[src/design/lzwe_ram.sv]
// Generic single-port-write, single-port-read RAM with a registered read.
// No dependencies.
`timescale 1ns / 1ps

module lzwe_ram #(
    parameter int WIDTH = 8,
    parameter int DEPTH = 256
) (
    input  logic                     clk,
    input  logic                     wr_en,
    input  logic [$clog2(DEPTH)-1:0] wr_addr,
    input  logic [WIDTH-1:0]         wr_data,
    input  logic                     rd_en,
    input  logic [$clog2(DEPTH)-1:0] rd_addr,
    output logic [WIDTH-1:0]         rd_data
);

    logic [WIDTH-1:0] mem [DEPTH];

    always_ff @(posedge clk)
    begin
        if (wr_en)
        begin
            mem[wr_addr] <= wr_data;
        end
        if (rd_en)
        begin
            rd_data <= mem[rd_addr];
        end
    end

endmodule

[config.mk]
export PLATFORM = sky130hd
export DESIGN_NAME = lzwe_ram
export DESIGN_NICKNAME = d
export VERILOG_FILES = /design/src/design/lzwe_ram.sv
export SDC_FILE = /design/constraint.sdc
export NUM_CORES = 2
export LEC_CHECK = 0
export BUFFER_PORTS_ARGS = -buffer_cell sky130_fd_sc_hd__buf_2
export CORE_AREA = 2 2 678 478
export CTS_BUF_LIST = sky130_fd_sc_hd__clkbuf_8
export DETAILED_ROUTE_END_ITERATION = 16
export DIE_AREA = 0 0 680 480
export PLACE_DENSITY = 0.49
export SLEW_MARGIN = 20
export SYNTH_ARGS = -nofsm -noshare
export SYNTH_HDL_FRONTEND = slang
export SYNTH_SLANG_ARGS = --single-unit
[constraint.sdc]
create_clock -name clk -period 2.7 [get_ports clk]
set_input_delay 0.27 -clock clk [delete_from_list [all_inputs] [get_ports clk]]
set_output_delay 0.27 -clock clk [all_outputs]
set_load 0.01 [all_outputs]
==> flow_metrics.tcl <==
set metrics [dict create \
    whs_path_depth 4 \
    clock_skew_ns 0.05764 \
    grt_pass1_wl_um 329800 \
    gp_congestion 0.8218 \
    hold_path.class "primary input to flop" \
    grt_start_max_net_pins 99 \
    ir_worst_vdd_mv 0.3680 \
    drt-total-wl_um 234200 \
    postSynthCellCount 3733 \
    worst_slack_ns 0.1079 \
    final-setup-viol-count 0 \
    p_leak_uw 0.03048 \
    overflow 0 \
    cts_tree "yes" \
    vias 42304 \
    period_share_pct 96.00 \
    drt-pass1-iter-count 6 \
    rrSetupSlack_ns 0.11 \
    slew_viol_final 0 \
    cap_violations 0 \
    grt_antenna_before_repair 30 \
    die_area_sq_mm 0.3264 \
    syn_nets 3760 \
    finalCoreUtilization_pct 29.91 \
    hold-path-endpoint "mem[215][3]$_DFFE_PP_" \
    port_buffers 34 \
    dp_hpwl_um 153800 \
    start_util_pct 24.92 \
    die_h_um 480 \
    fmax_ghz 0.3858 \
    wl_per_cell_um 26.01 \
    yosys-top-cells-count "edfxtp_1, mux4_2, nor2_1" \
    hold_path.startpoint "wr_addr[7]" \
    vias_per_cell 4.698 \
    yosysMostFrequentCell "edfxtp_1" \
    synth-main-ff-cell "edfxtp_1" \
    synth-seq-cells 2056 \
    crit_path_max_fanout 1 \
    nets 4578 \
    root_buffer "clkbuf_8" \
    final_antenna_net_count 0 \
    htreeDepth 5 \
    critPathArrivalTime_ns 3.28 \
    ff2ff_path_depth 9 \
    fin_crit_ns 2.592 \
    hold_violations 0 \
    cp-start-kind "flop" \
    grt_pass1_vias 42037 \
    insertion_delay_ns 0.94 \
    yosysSeqAreaShare_pct 77.53 \
    drtIter0Drc 5525 \
    areaGrowthSynthToFinish_pct 20.04 \
    r2r_start "mem[27][3]$_DFFE_PP_" \
    yosysTopAreaCellShare_pct 77.53 \
    synth_edf_count 2056 \
    yosysUniqueCellTypes 54 \
    grt.total_usage_pct 14.07 \
    path_class "flop to flop" \
    end_kind "flop" \
    synth.cell_area_sq_mm 0.07964 \
    synth-async-reset-ratio_pct 0 \
    cts_setup_buffers 0 \
    max_slew.worst_pin.slew_ns 0.8375 \
    num_io_pins 35 \
    core_sq_mm 0.3196 \
    powerDensity_mw_per_mm2 659.3 \
    yosysTopAreaCell "edfxtp_1" \
    rows 174 \
    cts_num_sinks 2056 \
    fp.dieW_um 680 \
    pre_cts_ws_ns -0.7592 \
    ys.warnings.count 0 \
    rsz0062_at_grt "false" \
    rr_endpoint "rd_data[3]$_DFFE_PP_" \
    crit_required_ns 3.39 \
    synth.area.top_cells "edfxtp_1, mux4_2, mux2i_1" \
    cts_buffers 310 \
    drive_gt1_share_pct 33.03 \
    avgSynthCellArea_sq_um 21.33 \
    slew_headroom_pct 44.16 \
    ctsLongestPathBuffers 4 \
    cts.clk_slew.worst_paths_ns 0.07 \
    drc 0 \
    outcome "completed" \
]
==> layout make-up <==
cell class	count	area (sq um)
sequential	2056	61740
fill	31160	224000
timing repair buffer	739	6524
antenna	6	15.01
inverter	2	7.507
multi-input combinational	1442	16550
clock inverter	220	1126
clock buffer	316	4349
tap	4224	5285
==> state kept, by name, indices dropped and copies added (netlist names) <==
signal,flops
mem,2048
rd_data,8
==> metrics by stage <==
step           hold WS (ns)  setup TNS [ns]  std cells  power (uW)  cell area (sq um)
6_report             0.1265               0       9005       63030              95590
5_1_grt             0.09125               0       9002       65260              95590
4_1_cts             0.02927               0       8999       63650              95550
3_5_place_dp         0.6753          -4.404       8451       39840              89950
3_3_place_gp         0.6714          -4.632       8451       39810              89950
2_1_floorplan        0.3689               0       3733       37620              79640
==> critical path, cell delays in order (launching register included) <==
cell      delay, ns
edfxtp_1       0.36
mux4_2         0.48
a22o_1         0.28
a221oi_1       0.22
buf_4          0.18
o221ai_1       0.16
buf_4          0.18
a211oi_4       0.28
buf_4          0.18
nor4_1         0.04
==> routing by layer <==
metal | up-vias | share of wire, % | global-route usage [%]
li1 | 17372 | - | -
met1 | 22741 | 49 | 22.58
met2 | 1878 | 40 | 19.08
met3 | 311 | 8.9 | 3.161
met4 | 2 | 1.8 | 2.794
met5 | - | 0.0056 | 0
==> power breakdown <==
| group | total, uW | switching (uW) | internal [uW] |
|---|---|---|---|
| registers | 35200 | 29.9 | 35200 |
| logic | 3940 | 2430 | 1520 |
| clock network | 23900 | 12300 | 11600 |
| total | 63000 | 14800 | 48300 |
==> repair_timing <==
action,CTS,global route
endpoints found under the setup margin,2,3
resized for setup,2,5
endpoints found under the hold margin,654,0
hold buffers,12,0
pin swaps,0,0
==> cells in the final DEF (no fill, tap or decap), types with 4 or more instances in the layout <==
cell type / instances
a21oi_1: 96
o22ai_1: 28
buf_8: 10
a221oi_1: 13
or2_2: 4
clkbuf_8: 316
o21ai_0: 10
buf_12: 74
buf_2: 22
clkinv_1: 74
bufinv_16: 7
nor4_1: 23
o211ai_1: 10
nand2b_1: 8
nor2_1: 279
nor2b_1: 28
nand4_1: 10
a22oi_1: 133
nor4_2: 4
dlygate4sd3_1: 12
mux4_2: 454
o32ai_1: 4
buf_4: 621
edfxtp_1: 2056
nor3_1: 19
o221ai_1: 46
clkinvlp_4: 9
a22o_1: 8
nand3_1: 30
mux2i_1: 134
and2_1: 5
clkinv_2: 26
nand3_2: 4
diode_2: 6
o22a_1: 5
a211oi_1: 15
inv_1: 98
inv_6: 5
nand2_1: 33
==> kinds of logic (layout without fill, tap and decap cells) <==
kind of cell / after synthesis / count (layout) / synth area share [%]
AO/OA/AOI/OAI: 385 / 385 / 3.416
buffers and inverters: 235 / 1277 / 1.829
flip-flops: 2056 / 2056 / 77.53
multiplexers: 591 / 591 / 14.60
other: 0 / 6 / 0
AND/OR/NAND/NOR: 466 / 466 / 2.625
==> how the worst max path moves through the flow <==
stage	slack [ns]	from	end	cells past startpoint
6_report	0.11	mem[27][3]$_DFFE_PP_	rd_data[3]$_DFFE_PP_	9
3_5_place_dp	-0.76	rd_addr[0]	rd_data[7]$_DFFE_PP_	12
2_1_floorplan	0.35	rd_addr[0]	rd_data[2]$_DFFE_PP_	9
5_1_grt	0.05	mem[161][4]$_DFFE_PP_	rd_data[4]$_DFFE_PP_	9
3_3_place_gp	-0.79	rd_addr[0]	rd_data[7]$_DFFE_PP_	12
4_1_cts	0.03	mem[131][4]$_DFFE_PP_	rd_data[4]$_DFFE_PP_	8
Note: power is estimated with default switching activity, not from simulation.
