`src/design/lzwe_pkg.sv`:
```
// Package for the 12-bit LZW encoder: sizes, the dictionary slot layout,
// the controller states, the result hand-off struct and the key hash.
// No dependencies.
`timescale 1ns / 1ps

package lzwe_pkg;

    localparam int DICT_ENTRIES = 4096;
    localparam int CODE_BITS    = 12;
    localparam int OUT_CODE_W   = 12;
    localparam int BYTE_W       = 8;

    localparam int ROOT_CODES = 256;
    localparam int CODE_SPACE = 1 << CODE_BITS;
    localparam int CAPACITY   = (DICT_ENTRIES > CODE_SPACE) ? CODE_SPACE : DICT_ENTRIES;

    // Hash table of DICT_ENTRIES slots; live entries never exceed CAPACITY - ROOT_CODES.
    localparam int SLOT_BITS = $clog2(DICT_ENTRIES);
    localparam int KEY_W     = CODE_BITS + BYTE_W;
    localparam int NFC_W     = $clog2(CAPACITY + 1);

    // Each dictionary clear advances the epoch; slots of older epochs read as empty.
    localparam int EPOCH_W = 6;

    typedef struct packed {
        logic [EPOCH_W-1:0]   epoch;
        logic [KEY_W-1:0]     key;
        logic [CODE_BITS-1:0] code;
    } slot_t;

    localparam int SLOT_W = $bits(slot_t);

    typedef enum logic [2:0] {
        ST_SWEEP,
        ST_IDLE,
        ST_PROBE,
        ST_EMIT_MISS,
        ST_INSERT,
        ST_EMIT_LAST
    } lzwe_state_t;

    typedef struct packed {
        logic                  valid;
        logic [OUT_CODE_W-1:0] code;
        logic                  last;
    } emit_t;

    // Folds the key onto the slot index with an XOR tree.
    function automatic logic [SLOT_BITS-1:0] hash_key(input logic [KEY_W-1:0] key);
        logic [SLOT_BITS-1:0] h;
        h = '0;
        for (int i = 0; i < KEY_W; i++) begin
            h[i % SLOT_BITS] = h[i % SLOT_BITS] ^ key[i];
        end
        return h;
    endfunction

    function automatic logic [OUT_CODE_W-1:0] to_out_code(input logic [CODE_BITS-1:0] c);
        logic [OUT_CODE_W+CODE_BITS-1:0] ext;
        ext = {{OUT_CODE_W{1'b0}}, c};
        return ext[OUT_CODE_W-1:0];
    endfunction

endpackage

```
`src/design/lzwe_ctrl.sv`:
```
// Dictionary controller: hashed lookup with linear probing, insert, epoch
// clearing and the memory sweep. Depends on lzwe_pkg.
`timescale 1ns / 1ps

module lzwe_ctrl
    import lzwe_pkg::*;
(
    input  logic                 clk,
    input  logic                 rst_n,
    input  logic                 byte_valid,
    output logic                 byte_stall,
    input  logic [BYTE_W-1:0]    data_byte,
    input  logic                 final_byte,
    output emit_t                emit,
    input  logic                 emit_ready,
    output logic                 ram_rd_en,
    output logic [SLOT_BITS-1:0] ram_rd_addr,
    input  slot_t                ram_rd_data,
    output logic                 ram_wr_en,
    output logic [SLOT_BITS-1:0] ram_wr_addr,
    output slot_t                ram_wr_data
);

    localparam logic [EPOCH_W-1:0]   EPOCH_FIRST = EPOCH_W'(1);
    localparam logic [EPOCH_W-1:0]   EPOCH_LAST  = '1;
    localparam logic [NFC_W-1:0]     NFC_ROOT    = NFC_W'(ROOT_CODES);
    localparam logic [NFC_W-1:0]     NFC_FULL    = NFC_W'(CAPACITY);
    localparam logic [SLOT_BITS-1:0] SWEEP_END   = '1;

    lzwe_state_t state_reg, state_next;

    logic [CODE_BITS-1:0] pending_reg, pending_next;
    logic                 have_pending_reg, have_pending_next;
    logic [NFC_W-1:0]     next_free_reg, next_free_next;
    logic [EPOCH_W-1:0]   epoch_reg, epoch_next;
    logic [SLOT_BITS-1:0] sweep_cnt_reg, sweep_cnt_next;
    logic                 resume_reg, resume_next;

    logic [BYTE_W-1:0]    byte_reg, byte_next;
    logic                 final_reg, final_next;
    logic [KEY_W-1:0]     key_reg, key_next;
    logic [SLOT_BITS-1:0] home_idx_reg, home_idx_next;
    logic [SLOT_BITS-1:0] probe_idx_reg, probe_idx_next;
    logic [SLOT_BITS-1:0] ins_idx_reg, ins_idx_next;

    logic [KEY_W-1:0]     key_in;
    logic [SLOT_BITS-1:0] hash_in;
    logic                 slot_live;
    logic                 slot_hit;
    logic                 accept;

    assign key_in    = {pending_reg, data_byte};
    assign hash_in   = hash_key(key_in);
    assign slot_live = (ram_rd_data.epoch == epoch_reg);
    assign slot_hit  = slot_live && (ram_rd_data.key == key_reg);
    assign accept    = byte_valid && !byte_stall;

    always_ff @(posedge clk or negedge rst_n)
    begin
        if (!rst_n)
        begin
            state_reg <= ST_SWEEP;
        end
        else
        begin
            state_reg <= state_next;
        end
    end

    always_ff @(posedge clk or negedge rst_n)
    begin
        if (!rst_n)
        begin
            pending_reg      <= '0;
            have_pending_reg <= 1'b0;
            next_free_reg    <= NFC_ROOT;
            epoch_reg        <= '0;
            sweep_cnt_reg    <= '0;
            resume_reg       <= 1'b0;
        end
        else
        begin
            pending_reg      <= pending_next;
            have_pending_reg <= have_pending_next;
            next_free_reg    <= next_free_next;
            epoch_reg        <= epoch_next;
            sweep_cnt_reg    <= sweep_cnt_next;
            resume_reg       <= resume_next;
        end
    end

    always_ff @(posedge clk)
    begin
        byte_reg      <= byte_next;
        final_reg     <= final_next;
        key_reg       <= key_next;
        home_idx_reg  <= home_idx_next;
        probe_idx_reg <= probe_idx_next;
        ins_idx_reg   <= ins_idx_next;
    end

    always_comb
    begin
        state_next        = state_reg;
        pending_next      = pending_reg;
        have_pending_next = have_pending_reg;
        next_free_next    = next_free_reg;
        epoch_next        = epoch_reg;
        sweep_cnt_next    = sweep_cnt_reg;
        resume_next       = resume_reg;
        byte_next         = byte_reg;
        final_next        = final_reg;
        key_next          = key_reg;
        home_idx_next     = home_idx_reg;
        probe_idx_next    = probe_idx_reg;
        ins_idx_next      = ins_idx_reg;

        byte_stall  = 1'b1;
        emit        = '0;
        ram_rd_en   = 1'b0;
        ram_rd_addr = probe_idx_reg;
        ram_wr_en   = 1'b0;
        ram_wr_addr = ins_idx_reg;
        ram_wr_data = '{epoch: epoch_reg, key: key_reg, code: CODE_BITS'(next_free_reg)};

        unique case (state_reg)
            ST_SWEEP:
            begin
                ram_wr_en      = 1'b1;
                ram_wr_addr    = sweep_cnt_reg;
                ram_wr_data    = '0;
                sweep_cnt_next = sweep_cnt_reg + 1'b1;
                if (sweep_cnt_reg == SWEEP_END)
                begin
                    epoch_next = EPOCH_FIRST;
                    state_next = resume_reg ? ST_INSERT : ST_IDLE;
                end
            end

            ST_IDLE:
            begin
                byte_stall = 1'b0;
                if (accept)
                begin
                    byte_next  = data_byte;
                    final_next = final_byte;
                    key_next   = key_in;
                    if (!have_pending_reg)
                    begin
                        pending_next      = CODE_BITS'(data_byte);
                        have_pending_next = 1'b1;
                        if (final_byte)
                        begin
                            state_next = ST_EMIT_LAST;
                        end
                    end
                    else
                    begin
                        ram_rd_en      = 1'b1;
                        ram_rd_addr    = hash_in;
                        home_idx_next  = hash_in;
                        probe_idx_next = hash_in;
                        state_next     = ST_PROBE;
                    end
                end
            end

            ST_PROBE:
            begin
                priority if (slot_hit)
                begin
                    pending_next = ram_rd_data.code;
                    state_next   = final_reg ? ST_EMIT_LAST : ST_IDLE;
                end
                else if (slot_live)
                begin
                    // Slot taken by another string: step to the next one.
                    ram_rd_en      = 1'b1;
                    ram_rd_addr    = probe_idx_reg + 1'b1;
                    probe_idx_next = probe_idx_reg + 1'b1;
                end
                else
                begin
                    state_next = ST_EMIT_MISS;
                end
            end

            ST_EMIT_MISS:
            begin
                emit = '{valid: 1'b1, code: to_out_code(pending_reg), last: 1'b0};
                if (emit_ready)
                begin
                    if (next_free_reg >= NFC_FULL)
                    begin
                        // Dictionary full: drop back to the roots; the table is
                        // empty under the new epoch, so the home slot is free.
                        next_free_next = NFC_ROOT;
                        ins_idx_next   = home_idx_reg;
                        if (epoch_reg == EPOCH_LAST)
                        begin
                            resume_next    = 1'b1;
                            sweep_cnt_next = '0;
                            state_next     = ST_SWEEP;
                        end
                        else
                        begin
                            epoch_next = epoch_reg + 1'b1;
                            state_next = ST_INSERT;
                        end
                    end
                    else
                    begin
                        ins_idx_next = probe_idx_reg;
                        state_next   = ST_INSERT;
                    end
                end
            end

            ST_INSERT:
            begin
                ram_wr_en      = 1'b1;
                next_free_next = next_free_reg + 1'b1;
                pending_next   = CODE_BITS'(byte_reg);
                state_next     = final_reg ? ST_EMIT_LAST : ST_IDLE;
            end

            ST_EMIT_LAST:
            begin
                emit = '{valid: 1'b1, code: to_out_code(pending_reg), last: 1'b1};
                if (emit_ready)
                begin
                    pending_next      = '0;
                    have_pending_next = 1'b0;
                    next_free_next    = NFC_ROOT;
                    if (epoch_reg == EPOCH_LAST)
                    begin
                        resume_next    = 1'b0;
                        sweep_cnt_next = '0;
                        state_next     = ST_SWEEP;
                    end
                    else
                    begin
                        epoch_next = epoch_reg + 1'b1;
                        state_next = ST_IDLE;
                    end
                end
            end

            default:
            begin
                state_next = ST_IDLE;
            end
        endcase
    end

endmodule

```
`config.mk`:
```
export PLATFORM = sky130hd
export DESIGN_NAME = lzwe_ctrl
export DESIGN_NICKNAME = d
export VERILOG_FILES = /design/src/design/lzwe_pkg.sv /design/src/design/lzwe_ctrl.sv
export SDC_FILE = /design/constraint.sdc
export NUM_CORES = 1
export LEC_CHECK = 0
export BUFFER_PORTS_ARGS = -buffer_cell sky130_fd_sc_hd__buf_2
export CAP_MARGIN = 20
export CORE_ASPECT_RATIO = 2
export CORE_MARGIN = 2
export CORE_UTILIZATION = 59
export CTS_CLUSTER_DIAMETER = 60
export CTS_CLUSTER_SIZE = 24
export DETAILED_ROUTE_END_ITERATION = 10
export PLACE_DENSITY = 0.86
export SETUP_SLACK_MARGIN = 0.3
export SKIP_CTS_REPAIR_TIMING = 1
export SLEW_MARGIN = 10
export SYNTH_ARGS = -nofsm -noshare
export SYNTH_HDL_FRONTEND = slang
export SYNTH_SLANG_ARGS = --single-unit
```
`constraint.sdc`:
```
create_clock -name clk -period 7.23 [get_ports clk]
set_clock_uncertainty 0.1 [all_clocks]
set_input_delay 1.0845 -clock clk [delete_from_list [all_inputs] [get_ports clk]]
set_output_delay 1.0845 -clock clk [all_outputs]
set_load 0.005 [all_outputs]
```
==> results of run 1 <==
[stage by stage]
| stage | instances | total power [mW] | hold WS [ps] | utilization, % |
|---|---|---|---|---|
| CTS | 828 | 1.155 | 409.7 | 70.19 |
| floorplan | 575 | 0.6428 | 365.8 | - |
| global route | 828 | 1.183 | 415.9 | 70.19 |
| global placement | 811 | 0.6699 | 393.9 | 66.91 |
| detailed placement | 812 | 0.6730 | 392.1 | 67.12 |
| finish | 828 | 1.153 | 419.5 | 70.19 |
[final cells by class]
cell class	count	area [µm²]
clock buffer	10	229.0
timing repair buffer	132	680.7
tap	132	165.2
sequential	105	2794
inverter	15	56.30
fill	711	2873
clock inverter	6	66.31
multi-input combinational	428	2771
[report_power, final]
group          switching [mW]  internal, mW
sequential          0.0000831         0.618
combinational          0.0248        0.0177
clock                   0.222         0.270
total                   0.246         0.906
[worst max-delay path, stage by stage, from the launching register on]
cell and delay [ps]:
dfrtp_1 690, nor2_1 340, nand4_1 560, inv_1 860
a21oi_1 80, a22oi_1 170, o211ai_1 140, buf_2 160
[layout by cell type (no fill, tap or decap), types with 5 or more instances in the layout]
master,instances
mux2_2,11
ha_1,5
and3_1,12
a221oi_1,9
o211ai_1,9
o21ai_0,28
dfrtp_1,47
buf_2,129
and2_1,48
nand2_1,88
nand4_1,5
nor2_1,33
xor2_1,36
nand3_1,19
mux2_4,6
clkbuf_16,9
dfxtp_1,12
a21oi_1,20
mux2i_1,13
xnor2_1,10
edfxtp_1,45
o311ai_1,7
inv_1,14
nor3_1,5
[per-layer routing]
metal | part of all wire [%] | vias to the layer above
li1 | - | 2277
met3 | 5.7 | 74
met4 | 7.8 | 0
met1 | 34 | 2341
met2 | 53 | 266
met5 | 0 | -
[worst paths after layout]
check,startpoint,endpoint,depth (start not counted)
min reg2reg,pending_reg[10],key_reg[18],0
min,pending_reg[10],key_reg[18],0
max in group asynchronous,rst_n,state_reg[0],2
min in group asynchronous,rst_n,next_free_reg[7],1
max reg2reg,state_reg[1],epoch_reg[4],6
max,state_reg[1],ram_rd_addr[10],7
[synth_stat cells, types with 2 or more instances]
library cell  number  area, µm²
a21o_1             2      15.01
a21oi_1           20      100.1
a221oi_1           9      78.83
a31oi_1            3      18.77
and2_1            48      300.3
and3_1            12      75.07
buf_1              2      7.510
buf_2             10      50.05
clkbuf_1          14      52.55
dfrtp_1           47       1176
dfxtp_1           12      240.2
edfxtp_1          45       1351
ha_1               5      62.56
inv_1             14      52.55
mux2_1             2      22.52
mux2_2            11      123.9
mux2_4             6      90.09
mux2i_1           13      130.1
nand2_1           88      330.3
nand2b_1           4      25.02
nand3_1           19      95.09
nand3_2            2      20.02
nand4_1            5      31.28
nor2_1            33      123.9
nor2b_1            3      18.77
nor3_1             5      25.02
nor3b_1            3      22.52
nor4_1             2      12.51
nor4_2             4      50.05
o211ai_1           9      67.56
o21a_1             2      15.01
o21ai_0           28      140.1
o21ai_1            4      20.02
o311ai_1           7      61.31
o32ai_1            2      17.52
or2_1              2      12.51
or3_1              4      25.02
or4_1              4      30.03
xnor2_1           10      87.58
xor2_1            36      315.3
[cells by family (layout without fill, tap and decap cells)]
logic type	Yosys count	after routing
buf+inv	42	163
xor+xnor	46	46
flops	105	105
fa+ha+maj	5	5
compound gates	99	99
simple gates	246	246
mux	32	32
==> flow_summary.yaml, run 1 <==
outcome:
  status: "finished, final reports clean"
yosys:
  synth_fp_nets: 631
  async_flop_share_pct: 45.71
  synth_fa_ha_area_share_pct: 1.088
  muxShareOfSynthArea_pct: 6.374
  netlist_instances: 575
  synthFlopType: "dfrtp_1"
  synthXorXnorAreaFrac_pct: 7.005
  synth_top_family_by_area: "simple AND/OR/NAND/NOR gates"
  yosys_register_bits: 105
  synth-simple-area-share_pct: 22.32
  synth-compound-area-share_pct: 11.40
  yosysSeqAreaShare_pct: 48.58
  yosys_warnings: 0
  netlist_area_um2: 5752
  ys_types: 64
  synth_edf_count: 45
  avgSynthCellArea_um2: 10.00
floorplanning:
  pin_count: 130
  rows: 51
  initial_core_util_pct: 59.69
  fp.dieH_um: 143.6
  dieArea_um2: 10600
  die_w_um: 73.82
  core-area_um2: 9635
global_route:
  grt_use_met1_pct: 31.42
  grt_pass1_wl_um: 24050
  use_met2_pct: 52.49
  grt_pass1_vias: 4870
  grt.total_usage_pct: 30.22
  grt.overflow.total: 0
  antenna_found_initial: 0
  gr-usage-met3_pct: 4.488
  grt_max_degree: 29
  busiest_layer: "met2"
clock_network:
  cts_htree_levels: 3
  clkTransAtPathRegs_ps: 70
  clock_path_buffers: 2
  clock_sinks: 105
  clockRootBuffer: "clkbuf_16"
  cts_tree: "yes"
  numCtsBuffers: 9
  insertion_delay_ps: 340
pwr:
  vdd_ir_drop_max_v: 0.0001663
  p_leak_nw: 3.080
  p_per_area_nw_per_um2: 170.4
critical_path:
  endpoint_kind: "primary output"
  r2r_slack_ps: 4090
  worstPathArrival_ps: 3360
  worst-setup-path-type: "register to primary output"
  cp_max_fo: 26
  critPathLaunchType: "register"
  crit_required_ps: 6050
timing:
  finalSetupTns_ps: 0
  hold_violations: 0
  post-route-min-period_ps: 4543
  rsz0062_at_grt: "no"
  setup_ws_ps: 2687
  finalCritPeriodShare_pct: 62.84
  tightest_slew_ps: 1045
  slew_viol_final: 0
  setup_violations: 0
  slew_headroom_pct: 29.92
  timing.fmax_mhz: 220.1
detailed_routing:
  wirelength_um: 15570
  detail-route-antenna-nets: 0
  wire_per_inst_um: 18.80
  post-route-drc-count: 0
  num_vias: 4958
  vias_per_cell: 5.988
  first_pass_iters: 5
  first_iter_violations: 353
flow_run:
  cap_violations: 0
layout:
  antenna_cells: 0
  drive_above_1_share_pct: 25.86
  stdcell_area_um2: 6763
  finalNetCount: 747
  area_growth_syn_to_layout_pct: 17.58
placed_design:
  dp_hpwl_um: 11700
  portBuffers: 129
  dpl-instance-area_um2: 6467
  pre_cts_ws_ps: 2876
  gp_congestion: 0.9903
hold_path:
  hold_path_class: "register to register"
Power figures use the tool's default switching activity.
==> inputs of run 2 (changes only) <==
ABC_AREA = 1   (was default)
CORE_UTILIZATION = 56   (was 59)
PLACE_DENSITY = 0.81   (was 0.86)
clock period = 4.5 ns   (was 7.23 ns; I/O delays follow)
==> run 2 against run 1 <==
Net effect: utilization down 4.1 points; highest routed layer unchanged; final cell count up 35%; via count up 23%; die area up 17%; setup slack worse by 1800 ps; total power rose to 3.7 times the previous value; combinational power rose to 45 times the previous value; non-clock buffer count up 1.
==> flow_summary.yaml, run 2 <==
yosys:
  avgSynthCellArea_um2: 7.493
  netlist_area_um2: 6406
  synth_top_area_share_pct: 21.09
  yosys_register_bits: 105
  synth_edf_count: 45
  synthFlopType: "dfrtp_1"
  synth_most_common_cell: "nand2_1"
  async_flop_share_pct: 45.71
  synth_area_leaders: "edfxtp_1, dfrtp_1, nand2_1, inv_1, nor2_1"
  synth_fp_nets: 911
  yosys_warnings: 0
  yosysSeqAreaShare_pct: 43.61
  ys_types: 44
  netlist_top_cells_count: "nand2_1, inv_1, nor2_1"
  netlist_instances: 855
  yosysTopAreaCell: "edfxtp_1"
detailed_routing:
  wirelength_um: 17690
  post-route-drc-count: 0
  wire_per_inst_um: 15.78
  vias_per_cell: 5.418
  first_iter_violations: 442
  detail-route-antenna-nets: 0
  num_vias: 6074
  first_pass_iters: 5
clock_network:
  clkTransAtPathRegs_ps: 70
  clockRootBuffer: "clkbuf_16"
  clock_sinks: 105
  numCtsBuffers: 9
  cts_htree_levels: 3
  insertion_delay_ps: 350
  cts_tree: "yes"
  clock_path_buffers: 2
global_route:
  grt_pass1_vias: 5948
  busiest_layer: "met2"
  grt_use_met1_pct: 31.33
  grt.overflow.total: 0
  gr-usage-met3_pct: 4.350
  use_met2_pct: 52.90
  grt_max_degree: 47
  antenna_found_initial: 0
  grt_pass1_wl_um: 27990
  grt.total_usage_pct: 29.75
floorplanning:
  initial_core_util_pct: 57.11
  dieArea_um2: 12360
  die_w_um: 79.63
  core-area_um2: 11220
  rows: 55
  pin_count: 130
  fp.dieH_um: 155.3
hold_path:
  hold_path_class: "input pin to async pin"
pwr:
  p_leak_nw: 3.653
  vdd_ir_drop_max_v: 0.0004171
  p_per_area_nw_per_um2: 579.1
layout:
  drive_above_1_share_pct: 18.69
  final_common_cell: "nand2_1"
  final_cell_mix: "nand2_1, inv_1, buf_2"
  stdcell_area_um2: 7416
  antenna_cells: 0
  area_growth_syn_to_layout_pct: 15.76
  finalNetCount: 1030
  fill_cells: 999
placed_design:
  pre_cts_ws_ps: 1206
  dpl-instance-area_um2: 7118
  gp_congestion: 0.9341
  dp_hpwl_um: 13450
  portBuffers: 129
timing:
  setup_ws_ps: 872.3
  finalCritPeriodShare_pct: 80.62
  slew_headroom_pct: 32.87
  whs_ps: 179.2
  post-route-min-period_ps: 3628
  rsz0062_at_grt: "no"
  tightest_slew_ps: 1003
  slew_viol_final: 0
  hold_violations: 0
  setup_violations: 0
  finalSetupTns_ps: 0
  timing.fmax_mhz: 275.7
critical_path:
  critPathLaunchType: "register"
  endpoint_kind: "primary output"
  worstPathArrival_ps: 2850
  crit_required_ps: 3720
  worst-setup-path-type: "register to primary output"
  cp_max_fo: 22
outcome:
  status: "finished, final reports clean"
flow_run:
  cap_violations: 0
[run 2: changes by cell type after synthesis, sizes merged, moves of 13 or more]
cell	change
nand2	+150
nor3	+16
nor2	+71
and2	-45
mux2	-19
o22ai	+16
nand4	+16
o21ai	+13
nand3	+20
inv	+126
mux2i	-13
[run 2: worst max-delay path, stage by stage (launching register included)]
cell,delay (ps)
dfrtp_1,440
nor2_2,180
nand2_2,150
nor2_2,110
buf_4,300
nand2_1,410
inv_1,570
nand2_1,100
nand3_1,110
buf_2,120
[run 2: final timing paths]
kind,from,endpoint,slack (ps),cells after the start
max in group asynchronous,rst_n,next_free_reg[8],3280,2
min in group clk,home_idx_reg[0],ins_idx_reg[0],440,2
worst min register to register,home_idx_reg[0],ins_idx_reg[0],440,2
worst max-delay path,state_reg[1],ram_rd_addr[1],870,9
worst min-delay path,rst_n,pending_reg[11],180,1
worst max register to register,state_reg[2],epoch_reg[0],1850,8
[run 2: cell families after synthesis]
kind of cell             Yosys count  synth area share [%]
buffers and inverters            166                 10.62
XOR/XNOR                          41                 5.605
adder cells (fa/ha/maj)            5                0.9766
AND/OR/NAND/NOR                  436                 29.61
AO/OA/AOI/OAI                    102                 9.570
flip-flops                       105                 43.61
[run 2: layout make-up]
cell class / count / area (µm²) / area share [%]
repair buffers: 133 / 675.6 / 9.111
flip-flops and latches: 105 / 2794 / 37.68
clock inverters: 5 / 65.06 / 0.8773
multi-input cells: 584 / 2942 / 39.67
inverters: 141 / 529.3 / 7.137
well taps: 142 / 177.7 / 2.396
clock buffers: 11 / 232.7 / 3.138
[run 2: metal layers]
layer  vias to the layer above  part of all wire, %  routed length [µm]
li1                       2968                    -                   -
met1                      2762                   35                6166
met2                       278                   53                9382
met3                        66                  5.7                1004
met4                         0                  6.4                1138
met5                         -                    0                   0
[run 2: where the power goes]
group / internal (mW) / switching [mW] / total [mW] / leakage (nW)
combinational: 0.653 / 1.27 / 1.92 / 2.37
sequential: 1.31 / 0.261 / 1.57 / 1.14
clock: 0.438 / 0.360 / 0.798 / 0.145
total: 2.40 / 1.89 / 4.29 / 3.65
[run 2: stage by stage]
step	total power [mW]	cells	utilization, %
2_1_floorplan	2.813	855	-
3_3_place_gp	3.436	1105	63.46
5_1_grt	4.590	1121	66.11
6_report	4.294	1121	66.11
3_5_place_dp	3.478	1105	63.46
4_1_cts	4.276	1121	66.11
==> inputs of run 3 (changes only) <==
clock period = 3.4 ns   (was 4.5 ns; I/O delays follow)
==> run 3 against run 2 <==
Net effect: sequential cell count stayed put; worst hold slack got worse by 20 ps; global-route usage shrank 0.20 points; utilization rose by 0.88 points; via count increased by 1.0%; critical endpoint is now ram_rd_addr[2]; largest cell class unchanged; highest routed layer unchanged.
==> flow_summary.yaml, run 3 (synthesis gave the netlist of run 2 again) <==
hold_path:
  hold_path_class: "input pin to async pin"
detailed_routing:
  num_vias: 6136
  wire_per_inst_um: 15.94
  vias_per_cell: 5.430
  post-route-drc-count: 0
  top_layer: "met4"
  first_pass_iters: 5
  wirelength_um: 18010
  detail-route-antenna-nets: 0
  dr_wl_met3_um: 869
  first_iter_violations: 391
  wl_met1_um: 6319
  wl_met2_um: 9741
critical_path:
  cp_max_fo: 8
  crit_path_start: "epoch_reg[0]"
  worstPathArrival_ps: 2290
  r2r_slack_ps: 730
  r2r-start: "state_reg[2]"
  worst-setup-path-type: "register to primary output"
  endpoint_kind: "primary output"
  critPathLaunchType: "register"
  crit_required_ps: 2790
  reg2regPathDepth: 8
  r2r_end: "epoch_reg[0]"
timing:
  finalSetupTns_ps: 0
  slew_viol_final: 0
  post-route-min-period_ps: 2896
  rsz0062_at_grt: "no"
  whs_ps: 159.2
  finalCritPeriodShare_pct: 85.18
  setup_violations: 0
  slew_headroom_pct: 34.44
  tightest_slew_ps: 979.8
  setup_ws_ps: 503.9
  hold_violations: 0
  timing.fmax_mhz: 345.3
floorplanning:
  die_w_um: 79.63
  fp.dieH_um: 155.3
  core-area_um2: 11220
  pin_count: 130
  initial_core_util_pct: 57.11
  dieArea_um2: 12360
  rows: 55
clock_network:
  clock_path_buffers: 2
  numCtsBuffers: 9
  insertion_delay_ps: 350
  cts_tree: "yes"
  cts_htree_levels: 3
  clockRootBuffer: "clkbuf_16"
  clock_sinks: 105
  clkTransAtPathRegs_ps: 80
layout:
  final_cell_mix: "nand2_1, inv_1, buf_2"
  multi_input_comb_area_um2: 2944
  fin_cells: 1130
  finalNetCount: 1037
  seqCellArea_um2: 2794
  final_common_cell: "nand2_1"
  area_growth_syn_to_layout_pct: 17.30
  drive_above_1_share_pct: 19.68
  fill_cells: 976
outcome:
  status: "finished, final reports clean"
placed_design:
  portBuffers: 129
  dp_hpwl_um: 13400
  pre_cts_ws_ps: 646.7
  gp_congestion: 0.9526
  placed_cells: 1107
global_route:
  grt_pass1_wl_um: 28090
  grt.overflow.total: 0
  grt_max_degree: 47
  grt.total_usage_pct: 29.55
  antenna_found_initial: 2
  grt_pass1_vias: 5989
pwr:
  power.internal_mw: 3.286
  swShare_pct: 43.51
  combPwrFrac_pct: 44.3
  p_leak_nw: 3.688
  switching_power_mw: 2.531
  p_total_mw: 5.817
  pwr-share-clk_pct: 19.9
  p_per_area_nw_per_um2: 774.1
  p_seq_share_pct: 35.8
  vdd_ir_drop_max_v: 0.0004422
flow_run:
  cap_violations: 0
==> run 3: cell types whose count changed in the layout (fill, tap and decap cells not counted), sizes merged <==
cell and change:
buf +7, bufinv +1, clkinv -2, clkinvlp +2, diode +2, inv -1
==> run 3: worst max-delay path by stage <==
stage,endpoint,slack (ps),depth (start not counted)
after floorplan,ram_rd_addr[0],630,7
after global placement,ram_rd_addr[10],710,11
after detailed placement,ram_rd_addr[7],650,11
after CTS,ram_rd_addr[0],320,8
after global routing,ram_rd_addr[8],350,11
final,ram_rd_addr[2],500,10
==> run 3: per-layer routing <==
layer	vias to the layer above	GRT usage (%)
met5	-	0
li1	2977	-
met1	2831	30.51
met3	63	2.842
met2	265	54.62
met4	0	19.46
==> run 3: area by class of cell <==
class	count	area share (%)
antenna	2	0.06660
timing repair buffer	140	9.690
tap	142	2.364
clock inverter	5	1.149
sequential	105	37.18
multi-input combinational	584	39.18
clock buffer	11	3.230
inverter	141	7.143
==> run 3: power groups by stage <==
stage	sequential [mW]	combinational, mW	clock (mW)
2_1_floorplan	1.99	1.74	0
3_3_place_gp	2.08	2.48	0
3_5_place_dp	2.09	2.52	0
4_1_cts	2.07	2.54	1.16
5_1_grt	2.12	2.86	1.20
6_report	2.08	2.58	1.16
==> run 3: critical path, stage by stage (launching register included) <==
cell and delay [ps]:
dfrtp_1 490, inv_2 110, nor2_1 50, nor3_2 240, nand3_1 330, nor2_1 180
nand2_1 80, nand2_1 60, nand2_1 50, o21bai_1 200, buf_2 150
==> run 3: per-stage QoR <==
| stage | utilization (%) | area, µm² |
|---|---|---|
| global route | 66.99 | 7515 |
| detailed placement | 63.59 | 7133 |
| CTS | 66.53 | 7462 |
| finish | 66.99 | 7515 |
| floorplan | - | 6409 |
| global placement | 63.59 | 7133 |
